File: config.mk
export PLATFORM = sky130hd
export DESIGN_NAME = char_stream_tokenizer_unit
export DESIGN_NICKNAME = d
export VERILOG_FILES = /design/src/cst_pkg.sv /design/src/cst_front.sv /design/src/cst_queue.sv /design/src/cst_back.sv /design/src/char_stream_tokenizer_unit.sv
export SDC_FILE = /design/constraint.sdc
export NUM_CORES = 1
export LEC_CHECK = 0
export ABC_AREA = 1
export BUFFER_PORTS_ARGS = -buffer_cell sky130_fd_sc_hd__buf_4
export CORE_UTILIZATION = 65
export DETAILED_ROUTE_END_ITERATION = 7
export PLACE_DENSITY = 0.8
export RECOVER_POWER = 50
export SYNTH_ARGS = -nofsm -noshare
export SYNTH_HDL_FRONTEND = slang
export SYNTH_SLANG_ARGS = --single-unit
export TNS_END_PERCENT = 100
File: constraint.sdc
create_clock -name clk_i -period 10.6 [get_ports clk_i]
set_input_delay 0.53 -clock clk_i [delete_from_list [all_inputs] [get_ports clk_i]]
set_output_delay 0.53 -clock clk_i [all_outputs]
set_load 0.05 [all_outputs]
File: src/cst_pkg.sv
// Shared types, constants and a lookup function for the character stream tokenizer.
package cst_pkg;

  // Fixed field widths of the item and result ports.
  localparam int unsigned CHAR_W = 8;
  localparam int unsigned KIND_W = 5;
  localparam int unsigned ERR_W  = 3;
  localparam int unsigned POS_W  = 16;

  // Defaults for the top-level parameters.
  localparam int unsigned DEF_MAX_LINE      = 65536;
  localparam int unsigned DEF_KEYWORD_CHARS = 6;

  // Queue depths and their index widths.
  localparam int unsigned QUEUE_DEPTH = 4;
  localparam int unsigned QUEUE_IDX_W = $clog2(QUEUE_DEPTH);
  localparam int unsigned OUT_DEPTH   = 4;
  localparam int unsigned OUT_IDX_W   = $clog2(OUT_DEPTH);

  // Token kinds.
  localparam logic [KIND_W-1:0] KIND_END      = 5'd0;
  localparam logic [KIND_W-1:0] KIND_PLUS     = 5'd2;
  localparam logic [KIND_W-1:0] KIND_MINUS    = 5'd3;
  localparam logic [KIND_W-1:0] KIND_STAR     = 5'd4;
  localparam logic [KIND_W-1:0] KIND_SLASH    = 5'd5;
  localparam logic [KIND_W-1:0] KIND_LPAREN   = 5'd6;
  localparam logic [KIND_W-1:0] KIND_RPAREN   = 5'd7;
  localparam logic [KIND_W-1:0] KIND_EQUAL    = 5'd8;
  localparam logic [KIND_W-1:0] KIND_COLON    = 5'd9;
  localparam logic [KIND_W-1:0] KIND_UNDER    = 5'd10;
  localparam logic [KIND_W-1:0] KIND_COMMA    = 5'd11;
  localparam logic [KIND_W-1:0] KIND_DOT      = 5'd12;
  localparam logic [KIND_W-1:0] KIND_STRING   = 5'd13;
  localparam logic [KIND_W-1:0] KIND_COMMENT  = 5'd14;
  localparam logic [KIND_W-1:0] KIND_INDEXER  = 5'd15;
  localparam logic [KIND_W-1:0] KIND_INT      = 5'd16;
  localparam logic [KIND_W-1:0] KIND_KEYWORD0 = 5'd17;
  localparam logic [KIND_W-1:0] KIND_IDENT    = 5'd26;

  // Error codes.
  localparam logic [ERR_W-1:0] ERR_NONE        = 3'd0;
  localparam logic [ERR_W-1:0] ERR_OPEN_STRING = 3'd1;
  localparam logic [ERR_W-1:0] ERR_BAD_COMMENT = 3'd2;
  localparam logic [ERR_W-1:0] ERR_OPEN_INDEX  = 3'd3;
  localparam logic [ERR_W-1:0] ERR_UNKNOWN     = 3'd4;

  // Keyword table, packed with the last character in the low byte.
  localparam int unsigned NUM_KEYWORDS = 9;
  localparam int unsigned KW_BITS      = 48;
  localparam logic [KW_BITS-1:0] KEYWORD_TEXT [NUM_KEYWORDS] = '{
    48'h0000_0000_6966,   // if
    48'h0000_656C_7365,   // else
    48'h0000_006C_6F67,   // log
    48'h636F_6E63_6174,   // concat
    48'h0000_636F_7079,   // copy
    48'h0000_6573_696E,   // esin
    48'h0000_6563_6F73,   // ecos
    48'h0000_6574_616E,   // etan
    48'h0000_0000_5049    // PI
  };

  // Character classes assigned by the front end.
  typedef enum logic [3:0] {
    CLS_NUL,
    CLS_SPACE,
    CLS_OP,
    CLS_QUOTE,
    CLS_DOLLAR,
    CLS_LBRACK,
    CLS_RBRACK,
    CLS_DIGIT,
    CLS_ALPHA,
    CLS_OTHER
  } char_class_e;

  // One classified character as it travels from the front end to the scanner.
  typedef struct packed {
    logic [CHAR_W-1:0] char_code;
    char_class_e       cls;
    logic [KIND_W-1:0] op_kind;
    logic [POS_W-1:0]  pos;
    logic [POS_W-1:0]  pos_next;
  } front_item_t;

  // One result as it waits in the output buffer.
  typedef struct packed {
    logic [KIND_W-1:0] kind;
    logic [ERR_W-1:0]  err;
    logic [POS_W-1:0]  start;
    logic [POS_W-1:0]  length;
    logic              last;
  } result_t;

  // Token kind of a single-character operator; only meaningful for operator codes.
  function automatic logic [KIND_W-1:0] op_kind_of(input logic [CHAR_W-1:0] c);
    logic [KIND_W-1:0] k;
    k = KIND_END;
    case (c)
      8'h2B: k = KIND_PLUS;
      8'h2D: k = KIND_MINUS;
      8'h2A: k = KIND_STAR;
      8'h2F: k = KIND_SLASH;
      8'h28: k = KIND_LPAREN;
      8'h29: k = KIND_RPAREN;
      8'h3D: k = KIND_EQUAL;
      8'h3A: k = KIND_COLON;
      8'h5F: k = KIND_UNDER;
      8'h2C: k = KIND_COMMA;
      8'h2E: k = KIND_DOT;
      default: k = KIND_END;
    endcase
    return k;
  endfunction

endpackage

File: src/cst_front.sv
// Front end: accepts characters, classifies them and tracks the line position.
module cst_front #(
  parameter int unsigned MAX_LINE = cst_pkg::DEF_MAX_LINE
) (
  input  logic                              clk_i,
  input  logic                              rst_ni,
  input  logic                              in_valid_i,
  output logic                              in_stall_o,
  input  logic [cst_pkg::CHAR_W-1:0]        char_code_i,
  input  logic                              q_full_i,
  output logic                              push_o,
  output cst_pkg::front_item_t              item_o
);
  import cst_pkg::*;

  localparam int unsigned LIMIT_INT = ((MAX_LINE - 1) < 65535) ? (MAX_LINE - 1) : 65535;
  localparam logic [POS_W-1:0] POS_LIMIT = LIMIT_INT[POS_W-1:0];

  logic [POS_W-1:0] pos_q, pos_d;
  logic [POS_W-1:0] pos_sat_next;
  char_class_e      cls;

  // Accept whenever the queue to the scanner has room.
  assign in_stall_o = q_full_i;
  assign push_o     = in_valid_i && !q_full_i;

  // Classify the incoming character.
  always_comb begin
    cls = CLS_OTHER;
    if (char_code_i == 8'h00) begin
      cls = CLS_NUL;
    end else if (char_code_i == 8'h20 || (char_code_i >= 8'h09 && char_code_i <= 8'h0D)) begin
      cls = CLS_SPACE;
    end else if (op_kind_of(char_code_i) != KIND_END) begin
      cls = CLS_OP;
    end else if (char_code_i == 8'h22) begin
      cls = CLS_QUOTE;
    end else if (char_code_i == 8'h24) begin
      cls = CLS_DOLLAR;
    end else if (char_code_i == 8'h5B) begin
      cls = CLS_LBRACK;
    end else if (char_code_i == 8'h5D) begin
      cls = CLS_RBRACK;
    end else if (char_code_i >= 8'h30 && char_code_i <= 8'h39) begin
      cls = CLS_DIGIT;
    end else if ((char_code_i >= 8'h61 && char_code_i <= 8'h7A) ||
                 (char_code_i >= 8'h41 && char_code_i <= 8'h5A)) begin
      cls = CLS_ALPHA;
    end
  end

  // The position saturates at the line limit.
  assign pos_sat_next = (pos_q < POS_LIMIT) ? pos_q + 16'd1 : POS_LIMIT;

  always_comb begin
    item_o.char_code = char_code_i;
    item_o.cls       = cls;
    item_o.op_kind   = op_kind_of(char_code_i);
    item_o.pos       = pos_q;
    item_o.pos_next  = pos_sat_next;
  end

  // End of line returns the position to zero.
  always_comb begin
    pos_d = pos_q;
    if (push_o) begin
      pos_d = (cls == CLS_NUL) ? '0 : pos_sat_next;
    end
  end

  always_ff @(posedge clk_i or negedge rst_ni) begin
    if (!rst_ni) begin
      pos_q <= '0;
    end else begin
      pos_q <= pos_d;
    end
  end

endmodule

File: src/cst_queue.sv
// Short queue that decouples the front end from the scanner.
module cst_queue (
  input  logic                 clk_i,
  input  logic                 rst_ni,
  input  logic                 push_i,
  input  cst_pkg::front_item_t item_i,
  output logic                 full_o,
  output logic                 valid_o,
  output cst_pkg::front_item_t item_o,
  input  logic                 pop_i
);
  import cst_pkg::*;

  front_item_t              slot_q [QUEUE_DEPTH];
  logic [QUEUE_IDX_W-1:0]   wr_ptr_q, rd_ptr_q;
  logic [QUEUE_IDX_W:0]     cnt_q;

  assign full_o  = (cnt_q == (QUEUE_IDX_W+1)'(QUEUE_DEPTH));
  assign valid_o = (cnt_q != '0);
  assign item_o  = slot_q[rd_ptr_q];

  // Entry storage.
  always_ff @(posedge clk_i) begin
    if (push_i) begin
      slot_q[wr_ptr_q] <= item_i;
    end
  end

  // Pointers and fill count.
  always_ff @(posedge clk_i or negedge rst_ni) begin
    if (!rst_ni) begin
      wr_ptr_q <= '0;
      rd_ptr_q <= '0;
      cnt_q    <= '0;
    end else begin
      if (push_i) begin
        wr_ptr_q <= wr_ptr_q + 1'b1;
      end
      if (pop_i) begin
        rd_ptr_q <= rd_ptr_q + 1'b1;
      end
      cnt_q <= cnt_q + (QUEUE_IDX_W+1)'(push_i) - (QUEUE_IDX_W+1)'(pop_i);
    end
  end

endmodule

File: src/cst_back.sv
// Scanner back end: token state machine and the output result buffer.
module cst_back #(
  parameter int unsigned KEYWORD_CHARS = cst_pkg::DEF_KEYWORD_CHARS
) (
  input  logic                        clk_i,
  input  logic                        rst_ni,
  input  logic                        valid_i,
  input  cst_pkg::front_item_t        item_i,
  output logic                        pop_o,
  output logic                        out_valid_o,
  input  logic                        out_stall_i,
  output cst_pkg::result_t            result_o
);
  import cst_pkg::*;

  localparam int unsigned PB = KEYWORD_CHARS * 8;

  // Scan modes.
  localparam logic [2:0] MODE_IDLE   = 3'd0;
  localparam logic [2:0] MODE_STRING = 3'd1;
  localparam logic [2:0] MODE_DOLLAR = 3'd2;
  localparam logic [2:0] MODE_INDEX  = 3'd3;
  localparam logic [2:0] MODE_INT    = 3'd4;
  localparam logic [2:0] MODE_WORD   = 3'd5;

  logic [2:0]       mode_q, mode_d;
  logic [POS_W-1:0] begin_q, begin_d;
  logic [PB-1:0]    prefix_q, prefix_d;
  logic             overlong_q, overlong_d;
  logic [1:0]       dcount_q, dcount_d;
  logic             hold_q, hold_d;

  logic [POS_W-1:0]  span;
  logic [KIND_W-1:0] word_kind;
  logic              close_vld, close_err;
  result_t           close_res;
  logic              a_vld, b_vld;
  result_t           a_res, b_res;
  logic              word_char;

  // Output buffer.
  result_t                rb_q [OUT_DEPTH];
  logic [OUT_IDX_W-1:0]   rb_wr_q, rb_rd_q;
  logic [OUT_IDX_W:0]     rb_cnt_q;
  logic                   rb_pop;
  logic [1:0]             n_wr;
  result_t                w0_res, w1_res;

  // Take an item only when the buffer can absorb two results.
  assign pop_o = valid_i && (rb_cnt_q <= (OUT_IDX_W+1)'(OUT_DEPTH - 2));

  assign span      = item_i.pos - begin_q;
  assign word_char = (item_i.cls == CLS_ALPHA) || (item_i.cls == CLS_DIGIT);

  // Keyword lookup on the held word.
  always_comb begin
    word_kind = KIND_IDENT;
    for (int i = 0; i < NUM_KEYWORDS; i++) begin
      if (!overlong_q && prefix_q == PB'(KEYWORD_TEXT[i])) begin
        word_kind = KIND_KEYWORD0 + KIND_W'(i);
      end
    end
  end

  // Result that closes the pending token at the current position.
  always_comb begin
    close_vld = 1'b0;
    close_err = 1'b0;
    close_res = '{kind: KIND_END, err: ERR_NONE, start: begin_q, length: span, last: 1'b0};
    case (mode_q)
      MODE_STRING: begin
        close_vld     = 1'b1;
        close_err     = 1'b1;
        close_res.err = ERR_OPEN_STRING;
      end
      MODE_INDEX: begin
        close_vld     = 1'b1;
        close_err     = 1'b1;
        close_res.err = ERR_OPEN_INDEX;
      end
      MODE_DOLLAR: begin
        close_vld = 1'b1;
        if (dcount_q == 2'd3) begin
          close_res.kind = KIND_COMMENT;
        end else begin
          close_err     = 1'b1;
          close_res.err = ERR_BAD_COMMENT;
        end
      end
      MODE_INT: begin
        close_vld      = 1'b1;
        close_res.kind = KIND_INT;
      end
      MODE_WORD: begin
        close_vld      = 1'b1;
        close_res.kind = word_kind;
      end
      default: begin
        close_vld = 1'b0;
      end
    endcase
  end

  // Scanner step: slot a carries a closing result, slot b a result for the character.
  always_comb begin
    logic do_close;
    logic do_start;
    mode_d     = mode_q;
    begin_d    = begin_q;
    prefix_d   = prefix_q;
    overlong_d = overlong_q;
    dcount_d   = dcount_q;
    hold_d     = hold_q;
    a_vld      = 1'b0;
    b_vld      = 1'b0;
    a_res      = close_res;
    b_res      = '{kind: KIND_END, err: ERR_NONE, start: item_i.pos,
                   length: 16'd1, last: 1'b1};
    do_close   = 1'b0;
    do_start   = 1'b0;

    if (pop_o) begin
      if (item_i.cls == CLS_NUL) begin
        // End of line: close what is open, emit the end token, clear all state.
        a_vld        = close_vld && !hold_q;
        b_vld        = 1'b1;
        b_res.length = '0;
        mode_d       = MODE_IDLE;
        begin_d      = '0;
        prefix_d     = '0;
        overlong_d   = 1'b0;
        dcount_d     = '0;
        hold_d       = 1'b0;
      end else if (!hold_q) begin
        case (mode_q)
          MODE_STRING: begin
            if (item_i.cls == CLS_QUOTE) begin
              a_vld      = 1'b1;
              a_res.kind = KIND_STRING;
              a_res.err  = ERR_NONE;
              mode_d     = MODE_IDLE;
            end
          end
          MODE_INDEX: begin
            if (item_i.cls == CLS_RBRACK) begin
              a_vld        = 1'b1;
              a_res.kind   = KIND_INDEXER;
              a_res.err    = ERR_NONE;
              a_res.length = span + 16'd1;
              mode_d       = MODE_IDLE;
            end else if (item_i.cls != CLS_DIGIT) begin
              a_vld  = 1'b1;
              hold_d = 1'b1;
              mode_d = MODE_IDLE;
            end
          end
          MODE_DOLLAR: begin
            if (item_i.cls == CLS_DOLLAR) begin
              dcount_d = (dcount_q == 2'd1) ? 2'd2 : ((dcount_q == 2'd2) ? 2'd3 : 2'd0);
            end else begin
              do_close = 1'b1;
            end
          end
          MODE_INT: begin
            do_close = (item_i.cls != CLS_DIGIT);
          end
          MODE_WORD: begin
            if (word_char) begin
              if (prefix_q[PB-1 -: 8] != 8'h00) begin
                overlong_d = 1'b1;
              end
              prefix_d = {prefix_q[PB-9:0], item_i.char_code};
            end else begin
              do_close = 1'b1;
            end
          end
          default: begin
            do_start = 1'b1;
          end
        endcase

        // Close the pending token; an error stops handling of this character.
        if (do_close) begin
          a_vld  = close_vld;
          mode_d = MODE_IDLE;
          if (close_err) begin
            hold_d = 1'b1;
          end else begin
            do_start = 1'b1;
          end
        end

        // Handle the character as the start of a new token.
        if (do_start) begin
          case (item_i.cls)
            CLS_SPACE: begin
              b_vld = 1'b0;
            end
            CLS_OP: begin
              b_vld      = 1'b1;
              b_res.kind = item_i.op_kind;
            end
            CLS_QUOTE: begin
              mode_d  = MODE_STRING;
              begin_d = item_i.pos_next;
            end
            CLS_DOLLAR: begin
              mode_d   = MODE_DOLLAR;
              begin_d  = item_i.pos;
              dcount_d = 2'd1;
            end
            CLS_LBRACK: begin
              mode_d  = MODE_INDEX;
              begin_d = item_i.pos;
            end
            CLS_DIGIT: begin
              mode_d  = MODE_INT;
              begin_d = item_i.pos;
            end
            CLS_ALPHA: begin
              mode_d     = MODE_WORD;
              begin_d    = item_i.pos;
              prefix_d   = PB'(item_i.char_code);
              overlong_d = 1'b0;
            end
            default: begin
              b_vld     = 1'b1;
              b_res.err = ERR_UNKNOWN;
              hold_d    = 1'b1;
            end
          endcase
        end
      end
    end
  end

  always_ff @(posedge clk_i or negedge rst_ni) begin
    if (!rst_ni) begin
      mode_q     <= MODE_IDLE;
      begin_q    <= '0;
      prefix_q   <= '0;
      overlong_q <= 1'b0;
      dcount_q   <= '0;
      hold_q     <= 1'b0;
    end else begin
      mode_q     <= mode_d;
      begin_q    <= begin_d;
      prefix_q   <= prefix_d;
      overlong_q <= overlong_d;
      dcount_q   <= dcount_d;
      hold_q     <= hold_d;
    end
  end

  // Pack the results of this step in order and mark the final one.
  always_comb begin
    w0_res      = a_vld ? a_res : b_res;
    w0_res.last = !(a_vld && b_vld);
    w1_res      = b_res;
    w1_res.last = 1'b1;
    n_wr        = {1'b0, a_vld} + {1'b0, b_vld};
  end

  assign out_valid_o = (rb_cnt_q != '0);
  assign result_o    = rb_q[rb_rd_q];
  assign rb_pop      = out_valid_o && !out_stall_i;

  // Buffer storage: up to two writes per cycle.
  always_ff @(posedge clk_i) begin
    if (n_wr != 2'd0) begin
      rb_q[rb_wr_q] <= w0_res;
    end
    if (n_wr == 2'd2) begin
      rb_q[rb_wr_q + 1'b1] <= w1_res;
    end
  end

  // Buffer pointers and fill count.
  always_ff @(posedge clk_i or negedge rst_ni) begin
    if (!rst_ni) begin
      rb_wr_q  <= '0;
      rb_rd_q  <= '0;
      rb_cnt_q <= '0;
    end else begin
      rb_wr_q  <= rb_wr_q + OUT_IDX_W'(n_wr);
      if (rb_pop) begin
        rb_rd_q <= rb_rd_q + 1'b1;
      end
      rb_cnt_q <= rb_cnt_q + (OUT_IDX_W+1)'(n_wr) - (OUT_IDX_W+1)'(rb_pop);
    end
  end

endmodule

File: src/char_stream_tokenizer_unit.sv
// Top level of the character stream tokenizer: front end, queue and scanner.
//
// Usage: the input channel takes one line character per transaction on
// char_code_i; byte 0 ends the line. The output channel delivers tokens as
// kind, error code, start offset and length, with last_of_run_o set on the
// final result that a character causes. A character yields zero, one or two
// results. Both channels transfer when valid is high and stall is low.
// Throughput: one character per cycle while in_stall_o is low. A character
// that gives two results has both held in the four-entry result buffer.
// An accepted character reaches the output through the registered
// classification queue and then the registered result buffer. The scanner
// takes a character only when the buffer has room for two results, so a
// stalled receiver fills the buffer, then the four-entry queue, and then
// in_stall_o rises. Reset clears the position, the scanner state and both
// queues; no transaction is pending after it.
module char_stream_tokenizer_unit #(
  parameter int unsigned MAX_LINE      = cst_pkg::DEF_MAX_LINE,
  parameter int unsigned KEYWORD_CHARS = cst_pkg::DEF_KEYWORD_CHARS
) (
  input  logic                        clk_i,
  input  logic                        rst_ni,
  input  logic                        in_valid_i,
  output logic                        in_stall_o,
  input  logic [cst_pkg::CHAR_W-1:0]  char_code_i,
  output logic                        out_valid_o,
  input  logic                        out_stall_i,
  output logic [cst_pkg::KIND_W-1:0]  token_kind_o,
  output logic [cst_pkg::ERR_W-1:0]   error_code_o,
  output logic [cst_pkg::POS_W-1:0]   token_start_o,
  output logic [cst_pkg::POS_W-1:0]   token_length_o,
  output logic                        last_of_run_o
);
  import cst_pkg::*;

  logic        push, q_full, q_valid, q_pop;
  front_item_t front_item, queue_item;
  result_t     result;

  // Classification and position tracking.
  cst_front #(
    .MAX_LINE (MAX_LINE)
  ) u_front (
    .clk_i       (clk_i),
    .rst_ni      (rst_ni),
    .in_valid_i  (in_valid_i),
    .in_stall_o  (in_stall_o),
    .char_code_i (char_code_i),
    .q_full_i    (q_full),
    .push_o      (push),
    .item_o      (front_item)
  );

  // Queue between front end and scanner.
  cst_queue u_queue (
    .clk_i   (clk_i),
    .rst_ni  (rst_ni),
    .push_i  (push),
    .item_i  (front_item),
    .full_o  (q_full),
    .valid_o (q_valid),
    .item_o  (queue_item),
    .pop_i   (q_pop)
  );

  // Token scanner and result buffer.
  cst_back #(
    .KEYWORD_CHARS (KEYWORD_CHARS)
  ) u_back (
    .clk_i       (clk_i),
    .rst_ni      (rst_ni),
    .valid_i     (q_valid),
    .item_i      (queue_item),
    .pop_o       (q_pop),
    .out_valid_o (out_valid_o),
    .out_stall_i (out_stall_i),
    .result_o    (result)
  );

  assign token_kind_o   = result.kind;
  assign error_code_o   = result.err;
  assign token_start_o  = result.start;
  assign token_length_o = result.length;
  assign last_of_run_o  = result.last;

endmodule

==> results_dict.tcl <==
set metrics [dict create \
    status "finished, violations left" \
    violations "DRC, capacitance limit, slew limit" \
    crit_chain "clkbuf_1 -> inv_2 -> clkbuf_1 -> o21ai_0 -> o22ai_1 -> buf_4" \
    drc 2 \
    multi_input_area_mm2 0.00823 \
    worst_slack_ps 4240 \
    drtAntennaViolNets 0 \
    period_share 0.600 \
    synth_edf_count 280 \
    tns_ps 0 \
    hp-class "input port to flop" \
    irDropWorstVdd_uv 328 \
    crit_fanout 84 \
    post_cts_buffers 0 \
    slew_headroom -1.29 \
    slowest_delay_ps 2420 \
    wirelength_mm 55.6 \
    drt_iter0_markers 1938 \
    ys_ff_latch 457 \
    io_pins 55 \
    synth-async-reset-ratio 0.221 \
    synth_fp_nets 2497 \
    slew_viol_final 539 \
    clockBufferDepth 3 \
    die_h_um 186 \
    dp_hpwl_mm 36.2 \
    path_common_cell "clkbuf_1" \
    grt_first_pass_wirelength_mm 89.3 \
    clock_latency_ps 550 \
    final_layout_size_suffix_gt1_frac 0.0678 \
    die_area_mm2 0.0348 \
    portBuffers 54 \
    diodes 0 \
    critPathKind "flop to output pin" \
    max_freq_ghz 0.157 \
    grt_pass1_vias 16987 \
    cts.sinks 457 \
    cts-root-buf "clkbuf_16" \
    clk_pin_slew_ps 60 \
    netlist_instances 2451 \
    grt_max_degree 98 \
    start_util 0.659 \
    gp_congestion 0.924 \
    dp_cells 2858 \
    synth_top_cell_area_share 0.380 \
    critPathSlowestCell "clkbuf_1" \
    tritoncts "built" \
    rsz0062_at_grt "false" \
    die_w_um 186 \
    fin_crit_ps 6360 \
    antenna_found_initial 0 \
    cap_violations 9 \
    dr.pass1.iters 8 \
    seq_area_mm2 0.0125 \
    p_leak_nw 9.73 \
    fillCellCount 2493 \
    syn_area_mm2 0.0221 \
    tightest_slew_ps 3430 \
    wl_per_cell_um 18.9 \
    setup_viol 0 \
    synth.distinct_cells 58 \
    track_usage 0.318 \
    rows 67 \
    fin_cells 2942 \
    critPathLaunchType "flop" \
    postCtsHoldBufs 0 \
    synth-seq-area-share 0.564 \
    coreArea_mm2 0.0335 \
    nets 2503 \
    num_vias 18086 \
    viasPerCell 6.15 \
    reg2regPathDepth 15 \
    fin_skew_ps 9.99 \
    required_ps 10070 \
    numCtsBuffers 45 \
    syn_avg_cell_area_um2 9.02 \
    yosysTopAreaCell "edfxtp_1" \
    pre_cts_ws_ps 4610 \
    hold_violations 0 \
    grt-ovfl-total 0 \
    worstPathArrival_ps 5830 \
    cts-htree-levels 2 \
    crit_path_end_kind "output pin" \
    ys_warn_count 0 \
    synthFlopType "edfxtp_1" \
    ctsResizeCount 0 \
    powerDensity_mw_per_mm2 314 \
    min_path_cells 1 \
    area_growth_pct 8.85 \
    synth_area_leaders "edfxtp_1 38%, dfrtp_1 11%, nand2_1 7.9%, dfxtp_1 6.9%, o21ai_0 5.6%" \
]
==> sequential cells by signal, summed over array words and instances (netlist names) <==
name	flops
u_queue.cnt_q	3
u_back.dcount_q	2
u_back.rb_q	164
u_back.rb_cnt_q	3
u_queue.rd_ptr_q	2
u_front.pos_q	16
u_back.mode_q	3
u_back.rb_rd_q	2
u_queue.slot_q	192
u_back.overlong_q	1
u_back.begin_q	16
u_back.prefix_q	48
u_back.hold_q	1
u_back.rb_wr_q	2
u_queue.wr_ptr_q	2
==> report_power, final <==
| group | leakage [nW] | internal, mW | switching, mW | total (mW) |
|---|---|---|---|---|
| Combinational | 4.44 | 0.989 | 2.64 | 3.63 |
| Sequential | 4.61 | 2.27 | 0.157 | 2.43 |
| Clock | 0.677 | 0.833 | 0.667 | 1.50 |
| Total | 9.73 | 4.09 | 3.47 | 7.56 |
==> worst max-delay path: cells and delay by family, from the launching register on <==
kind                   cells  cell delay (ps)
AO/OA/AOI/OAI              2              680
flip-flops                 1              380
buffers and inverters      4             4130
==> kinds of logic (layout without fill, tap and decap cells) <==
family,count (synthesis),in the layout,share of synthesized area
buf+inv,362,405,0.0655
fa+ha+maj,34,34,0.0203
compound gates,507,507,0.130
flops,457,457,0.564
simple gates,1064,1064,0.210
xor+xnor,27,27,0.0107
==> cells in the mapped netlist, types with 7 or more instances <==
| cell type | number |
|---|---|
| a21oi_1 | 55 |
| a32o_1 | 10 |
| buf_1 | 7 |
| buf_2 | 8 |
| buf_6 | 7 |
| clkbuf_1 | 90 |
| dfrtp_1 | 101 |
| dfxtp_1 | 76 |
| edfxtp_1 | 280 |
| ha_1 | 31 |
| inv_1 | 229 |
| inv_2 | 8 |
| nand2_1 | 465 |
| nand2_2 | 8 |
| nand3_1 | 222 |
| nand3b_1 | 9 |
| nand4_1 | 39 |
| nor2_1 | 244 |
| nor3_1 | 44 |
| nor4_1 | 9 |
| o211ai_1 | 20 |
| o21ai_0 | 246 |
| o21ai_1 | 19 |
| o22ai_1 | 136 |
| xor2_1 | 23 |
==> layout make-up <==
| class | count | area share |
|---|---|---|
| Tap cell | 448 | 0.0233 |
| Clock inverter | 30 | 0.00775 |
| Clock buffer | 54 | 0.0499 |
| Inverter | 244 | 0.0384 |
| Multi-Input combinational cell | 1632 | 0.342 |
| Sequential cell | 457 | 0.518 |
| Timing Repair Buffer | 77 | 0.0207 |
==> metrics by stage <==
stage | hold WS, ps | power [mW] | utilization | cell area, um^2
3_3_place_gp | 433 | 5.89 | 0.679 | 22800
6_report | 303 | 7.56 | 0.718 | 24100
5_1_grt | 305 | 7.99 | 0.718 | 24100
2_1_floorplan | 234 | 4.97 | - | 22100
3_5_place_dp | 436 | 5.98 | 0.679 | 22800
4_1_cts | 57.6 | 7.49 | 0.720 | 24100
==> path summary, 6_finish.rpt <==
kind | start | to | slack [ps]
worst min-delay path | char_code_i[6] | u_queue.slot_q[3][46] | 300
worst max register to register | u_queue.rd_ptr_q[0] | u_back.rb_q[3][12] | 4330
worst min register to register | u_back.rb_q[2][15] | u_back.rb_q[2][15] | 450
min in group asynchronous | rst_ni | u_back.prefix_q[42] | 970
max in group asynchronous | rst_ni | u_queue.rd_ptr_q[0] | 5630
worst max-delay path | u_back.rb_rd_q[0] | token_start_o[3] | 4240
==> metal layers <==
layer  up-vias  GRT usage  wire (um)  part of all wire
met2       838      0.520      26000              0.47
li1       8512          -          -                 -
met4         0     0.0890       1300             0.023
met5         -          0          0                 0
met1      8633      0.449      23300              0.42
met3       103     0.0436       4950             0.089
==> placed cells by master, fill, tap and decap left out, types with 45 or more instances in the layout <==
cell type    n
nand2_1    465
edfxtp_1   280
o21ai_0    248
nor2_1     239
inv_1      228
nand3_1    222
o22ai_1    136
dfrtp_1     99
dfxtp_1     76
buf_4       56
a21oi_1     55
clkbuf_16   45
(Power assumes the default switching activity.)
